$ cat src/hw/rtl/gift64_pkg.sv
`timescale 1ns / 1ps

package gift64_pkg;

  // Configuration register indexes.
  localparam logic REG_KEY_UPPER = 1'b0;
  localparam logic REG_KEY_LOWER = 1'b1;

  typedef logic [63:0]  block_t;
  typedef logic [127:0] key_state_t;
  typedef logic [5:0]   round_const_t;

  // GIFT 4-bit S-box.
  localparam logic [3:0] SBOX [16] = '{
    4'h1, 4'ha, 4'h4, 4'hc, 4'h6, 4'hf, 4'h3, 4'h9,
    4'h2, 4'hd, 4'hb, 4'h7, 4'h5, 4'h0, 4'h8, 4'he
  };

  function automatic block_t sub_nibbles(input block_t x);
    block_t y;
    y = '0;
    for (int n = 0; n < 16; n++) begin
      y[4*n +: 4] = SBOX[x[4*n +: 4]];
    end
    return y;
  endfunction

  // Fixed GIFT-64 bit permutation; every index is settled at elaboration.
  function automatic block_t permute_bits(input block_t x);
    block_t y;
    int     q;
    int     m;
    int     b;
    int     d;
    y = '0;
    for (int i = 0; i < 64; i++) begin
      q = i / 16;
      m = i % 16;
      b = i % 4;
      d = 4 * q + 16 * ((3 * (m / 4) + b) % 4) + b;
      y[d[5:0]] = x[i];
    end
    return y;
  endfunction

  // Round-key bit s lands on bit 4s, round-key bit 16+s on bit 4s+1.
  function automatic block_t add_round_key(input block_t x, input logic [31:0] rk);
    block_t y;
    y = x;
    for (int s = 0; s < 16; s++) begin
      y[4*s]     = x[4*s]     ^ rk[s];
      y[4*s + 1] = x[4*s + 1] ^ rk[16 + s];
    end
    return y;
  endfunction

  // Key state update: k7..k0 <- (k1 >>> 2) | (k0 >>> 12) | k7 | k6 | k5 | k4 | k3 | k2.
  function automatic key_state_t key_update(input key_state_t k);
    logic [63:0] hi;
    logic [63:0] lo;
    hi = k[127:64];
    lo = k[63:0];
    return {lo[17:16], lo[31:18], lo[11:0], lo[15:12], hi[63:32],
            hi[31:0], lo[63:32]};
  endfunction

  function automatic round_const_t rc_step(input round_const_t c);
    return {c[4:0], c[5] ^ c[4] ^ 1'b1};
  endfunction

endpackage

$ cat src/hw/rtl/gift64_round_cell.sv
`timescale 1ns / 1ps

module gift64_round_cell
  import gift64_pkg::*;
(
  input  logic         clk,
  input  logic         rst,
  input  logic         in_valid,
  output logic         in_ready,
  input  block_t       in_data,
  input  logic [31:0]  round_key,
  input  round_const_t round_const,
  output logic         out_valid,
  input  logic         out_ready,
  output block_t       out_data
);

  logic   valid;
  block_t data;
  block_t data_next;

  always_comb begin
    data_next = permute_bits(sub_nibbles(in_data));
    data_next[63] = ~data_next[63];
    data_next[23] = data_next[23] ^ round_const[5];
    data_next[19] = data_next[19] ^ round_const[4];
    data_next[15] = data_next[15] ^ round_const[3];
    data_next[11] = data_next[11] ^ round_const[2];
    data_next[7]  = data_next[7]  ^ round_const[1];
    data_next[3]  = data_next[3]  ^ round_const[0];
    data_next = add_round_key(data_next, round_key);
  end

  // The cell takes a new block when it is empty or its block moves on.
  assign in_ready = !valid || out_ready;

  always_ff @(posedge clk) begin
    if (rst) begin
      valid <= 1'b0;
    end else if (in_ready) begin
      valid <= in_valid;
    end
  end

  always_ff @(posedge clk) begin
    if (in_valid && in_ready) begin
      data <= data_next;
    end
  end

  assign out_valid = valid;
  assign out_data  = data;

endmodule

$ cat src/hw/rtl/gift64_reduced_round_encrypt.sv
`timescale 1ns / 1ps

// Reduced-round GIFT-64 encryption, one round per cell in a chain of cells.
// Input channel: plaintext beats under in_valid / in_ready. Output channel:
// ciphertext beats under out_valid / out_ready. Each beat is encrypted on
// its own with the 128-bit key in key_upper (words k7..k4) and key_lower
// (words k3..k0), written through cfg_we / cfg_index / cfg_data while no
// beat is in flight.
// Each beat passes through the chain one cell per round. Every cell
// holds one block and hands it to the next cell each cycle, so a new beat
// is taken in every cycle while the output side keeps up.
// When the receiver stalls, the last cell holds its block; the cells before
// it keep filling until each is occupied, so up to ROUND_COUNT beats are
// buffered before in_ready falls.
// Reset (synchronous, active high) empties every cell and clears both key
// registers to zero.
// Round keys and round constants depend only on the key registers and the
// round number, so they are formed by fixed wiring beside the chain.

module gift64_reduced_round_encrypt
  import gift64_pkg::*;
#(
  parameter int ROUND_COUNT = 6
) (
  input  logic        clk,
  input  logic        rst,
  input  logic        in_valid,
  output logic        in_ready,
  input  logic [63:0] plaintext,
  output logic        out_valid,
  input  logic        out_ready,
  output logic [63:0] ciphertext,
  input  logic        cfg_we,
  input  logic        cfg_index,
  input  logic [63:0] cfg_data
);

  logic [63:0] key_upper;
  logic [63:0] key_lower;

  // The user must write the key registers only while the chain is empty; the block does not enforce it.
  always_ff @(posedge clk) begin
    if (rst) begin
      key_upper <= '0;
      key_lower <= '0;
    end else if (cfg_we) begin
      unique case (cfg_index)
        REG_KEY_UPPER: key_upper <= cfg_data;
        REG_KEY_LOWER: key_lower <= cfg_data;
        default: ;
      endcase
    end
  end

  // Handshake and data links between neighbouring cells; link 0 is the
  // input port and link ROUND_COUNT the output port.
  logic         link_valid [ROUND_COUNT+1];
  logic         link_ready [ROUND_COUNT+1];
  block_t       link_data  [ROUND_COUNT+1];
  key_state_t   key_chain  [ROUND_COUNT];
  round_const_t rc_chain   [ROUND_COUNT+1];

  assign link_valid[0] = in_valid;
  assign in_ready      = link_ready[0];
  assign link_data[0]  = plaintext;

  assign out_valid               = link_valid[ROUND_COUNT];
  assign link_ready[ROUND_COUNT] = out_ready;
  assign ciphertext              = link_data[ROUND_COUNT];

  // The constant LFSR starts at zero and steps before each round.
  assign key_chain[0] = {key_upper, key_lower};
  assign rc_chain[0]  = '0;

  for (genvar r = 0; r < ROUND_COUNT; r++) begin : g_round
    assign rc_chain[r+1] = rc_step(rc_chain[r]);

    if (r + 1 < ROUND_COUNT) begin : g_key
      assign key_chain[r+1] = key_update(key_chain[r]);
    end

    gift64_round_cell u_cell (
      .clk         (clk),
      .rst         (rst),
      .in_valid    (link_valid[r]),
      .in_ready    (link_ready[r]),
      .in_data     (link_data[r]),
      .round_key   (key_chain[r][31:0]),
      .round_const (rc_chain[r+1]),
      .out_valid   (link_valid[r+1]),
      .out_ready   (link_ready[r+1]),
      .out_data    (link_data[r+1])
    );
  end

endmodule
$ cat config.mk
export PLATFORM = sky130hd
export DESIGN_NAME = gift64_reduced_round_encrypt
export DESIGN_NICKNAME = d
export VERILOG_FILES = /design/src/hw/rtl/gift64_pkg.sv /design/src/hw/rtl/gift64_round_cell.sv /design/src/hw/rtl/gift64_reduced_round_encrypt.sv
export SDC_FILE = /design/constraint.sdc
export NUM_CORES = 1
export LEC_CHECK = 0
export BUFFER_PORTS_ARGS = -buffer_cell sky130_fd_sc_hd__buf_4
export CAP_MARGIN = 0
export CELL_PAD_IN_SITES_DETAIL_PLACEMENT = 1
export CELL_PAD_IN_SITES_GLOBAL_PLACEMENT = 1
export CORE_UTILIZATION = 30
export CTS_CLUSTER_SIZE = 30
export DETAILED_ROUTE_END_ITERATION = 8
export PLACE_DENSITY = 0.63
export SETUP_SLACK_MARGIN = 0.5
export SYNTH_ARGS = -nofsm -noshare
export SYNTH_HDL_FRONTEND = slang
export SYNTH_SLANG_ARGS = --single-unit
export TNS_END_PERCENT = 50
$ cat constraint.sdc
create_clock -name clk -period 16.1 [get_ports clk]
set_clock_uncertainty 0.05 [all_clocks]
set_input_delay 1.61 -clock clk [delete_from_list [all_inputs] [get_ports clk]]
set_output_delay 1.61 -clock clk [all_outputs]
set_load 0.01 [all_outputs]
==> flow_metrics.tcl <==
set metrics [dict create \
    post-dp-hpwl_mm 69.3 \
    gr-total-overflow 0 \
    place_congestion 0.843 \
    syn_area_per_cell_sq_um 10.5 \
    totalPowerFinal_w 0.00352 \
    worstPathMaxFanout 7 \
    grt_use_met3_pct 2.28 \
    drt_iter0_markers 1202 \
    cp-start-kind "input port" \
    setup_viol 0 \
    slew_headroom_pct 30.2 \
    worst_setup_path_end_kind "output port" \
    status "complete, no violations" \
    rsz0062_at_grt "no" \
    yosysWarnings 0 \
    vias 20000 \
    ys_seq_area_share_pct 47.7 \
    via_per_inst 4.67 \
    wl_per_cell_microns 20.8 \
    cts.repair.resized 0 \
    ir_drop_v 0.0000798 \
    final-hold-violation-count 0 \
    synthArstFlopShare_pct 0 \
    finish.net_count 3286 \
    area_delta_synth_final_pct 15.1 \
    pre_cts_slack_ps 11760 \
    core_sq_um 98400 \
    yosysTopAreaCellShare_pct 38.7 \
    filler_cell_count 11000 \
    rows 115 \
    fp.dieArea_sq_um 101000 \
    die_w_microns 317 \
    worst_pin_slew_ps 1050 \
    cts_max_path_buffers 3 \
    finalCritPeriodShare_pct 26.8 \
    die_h_microns 317 \
    cts_made_buffers 59 \
    synth_flop_cell "edfxtp_1" \
    first_pass_iters 5 \
    yosysTopAreaCell "edfxtp_1" \
    synth_fp_nets 3155 \
    placed_cell_area_sq_um 32300 \
    netlist_area_sq_um 29800 \
    cts_tree "built" \
    leakagePower_nw 14.1 \
    grt.total_usage_pct 17.5 \
    fin_area_sq_um 34300 \
    placed_cells 4186 \
    start_util_pct 30.3 \
    grt_max_degree 83 \
    grt_pass1_vias 19600 \
    clk_pin_slew_ps 60 \
    cts.sinks 518 \
    hold_class "flip-flop to flip-flop" \
    instances_no_fill 4297 \
    insertion_delay_ps 630 \
    clock.fmax_mhz 232 \
    use_met1_pct 24.3 \
    cap_violations 0 \
    required_ps 14440 \
    cts_hold_buf 0 \
    met2_usage_pct 28.4 \
    drt_wl_total_mm 89.3 \
    ys_types 28 \
    setup_ws_ps 11780 \
    tns_ps 0 \
    period_minus_slack_ps 4320 \
    antenna_found_initial 5 \
    drive_gt1_share_pct 10.7 \
    io_pins 200 \
    cts_root_buffer "clkbuf_16" \
    portBuffers 199 \
    synthCells 2829 \
    grt_pass1_wl_mm 129 \
    cp.arrival_ps 2660 \
    synth_edf_count 384 \
    route.detailed.drc 0 \
    yosys-top-cells-area "edfxtp_1 39%, mux2i_1 11%, dfxtp_1 9.0%, ha_1 8.1%, xnor2_1 6.7%" \
    synth_seq_cells 518 \
    ant_nets 0 \
    grt_busiest_layer "met2" \
    post_cts_buffers 0 \
    critical_path_class "input port to output port" \
    cts_htree_levels 2 \
    power.density_nw_per_um2 103 \
    drv_slew 0 \
]
## worst max-delay path, stage by stage
cell	delay [ps]
buf_4	120
and4b_1	590
nand4_4	160
buf_4	180
## placed cells by master (no fill, tap or decap), types with 2 or more instances in the layout
cell type	count
clkinv_1	3
clkinvlp_4	3
dfxtp_1	134
nor2b_4	3
a21oi_1	217
nand2_1	402
buf_4	209
mux2i_1	335
o21ai_0	146
xor2_1	167
inv_1	292
clkinv_2	10
xnor2_1	227
nor2_1	84
edfxtp_1	384
bufinv_16	6
clkbuf_1	12
a21boi_4	2
ha_1	192
clkbuf_16	62
o211ai_1	89
mux2_2	7
inv_6	4
clkbuf_8	7
## registers in the layout, indices dropped and copies added, names as in the netlist
| register | flops |
|---|---|
| key_lower | 64 |
| g_round.u_cell.out_valid | 6 |
| g_round.u_cell.out_data | 384 |
| key_upper | 64 |
## logic make-up (layout without fill, tap and decap cells)
group | after synthesis | in the layout | share of synthesized area [%]
flip-flops | 518 | 518 | 47.7
AND/OR/NAND/NOR | 497 | 497 | 6.42
AO/OA/AOI/OAI | 455 | 455 | 8.42
buffers and inverters | 431 | 611 | 6.26
XOR/XNOR | 394 | 394 | 11.6
multiplexers | 342 | 342 | 11.5
adder cells (fa/ha/maj) | 192 | 192 | 8.07
other | 0 | 1 | 0
## metal layers
| metal | share of wire, % | routed length, microns |
|---|---|---|
| met1 | 47 | 41900 |
| met2 | 46 | 41200 |
| met3 | 4.4 | 3900 |
| met4 | 2.6 | 2300 |
| met5 | 0.015 | 13 |
## final cells by class
type	instances	area [sq um]	area share, %
Antenna cell	1	2.50	0.00730
Clock inverter	29	325	0.949
Timing Repair Buffer	209	1570	4.58
Inverter	292	1100	3.20
Clock buffer	81	1690	4.94
Sequential cell	518	14200	41.5
Tap cell	1287	1610	4.70
Multi-Input combinational cell	1880	13800	40.2
## path summary, 6_finish.rpt
| path | startpoint | to | slack [ps] | depth (start not counted) |
|---|---|---|---|---|
| setup reg to reg | g_round[5].u_cell.out_valid | g_round[0].u_cell.out_data[8] | 13740 | 4 |
| hold reg to reg | key_upper[51] | key_upper[51] | 420 | 2 |
| hold / removal | key_upper[51] | key_upper[51] | 420 | 2 |
| setup / recovery | out_ready | in_ready | 11780 | 4 |
## power by group
part	internal (W)	switching [W]
Sequential	0.00153	0.000105
Combinational	0.000208	0.000268
Clock	0.000833	0.000579
Total	0.00257	0.000952
## metrics by stage
| step | util [%] | hold slack, ps |
|---|---|---|
| floorplan | - | 397 |
| global placement | 32.8 | 406 |
| detailed placement | 32.8 | 413 |
| CTS | 34.8 | 420 |
| global route | 34.8 | 435 |
| finish | 34.8 | 419 |
## cell usage after synthesis (2+ instances only)
| library cell | number |
|---|---|
| buf_2 | 108 |
| clkbuf_2 | 8 |
| buf_6 | 12 |
| xnor2_1 | 227 |
| inv_1 | 292 |
| mux2_2 | 7 |
| o21ai_0 | 146 |
| nor2b_1 | 3 |
| nor2_1 | 84 |
| o211ai_1 | 89 |
| xor2_1 | 167 |
| mux2i_1 | 335 |
| a21boi_0 | 2 |
| buf_4 | 3 |
| a21oi_1 | 217 |
| edfxtp_1 | 384 |
| clkbuf_1 | 7 |
| ha_1 | 192 |
| dfxtp_1 | 134 |
| nand2_1 | 403 |
| and2_1 | 2 |
(Power assumes the default switching activity.)
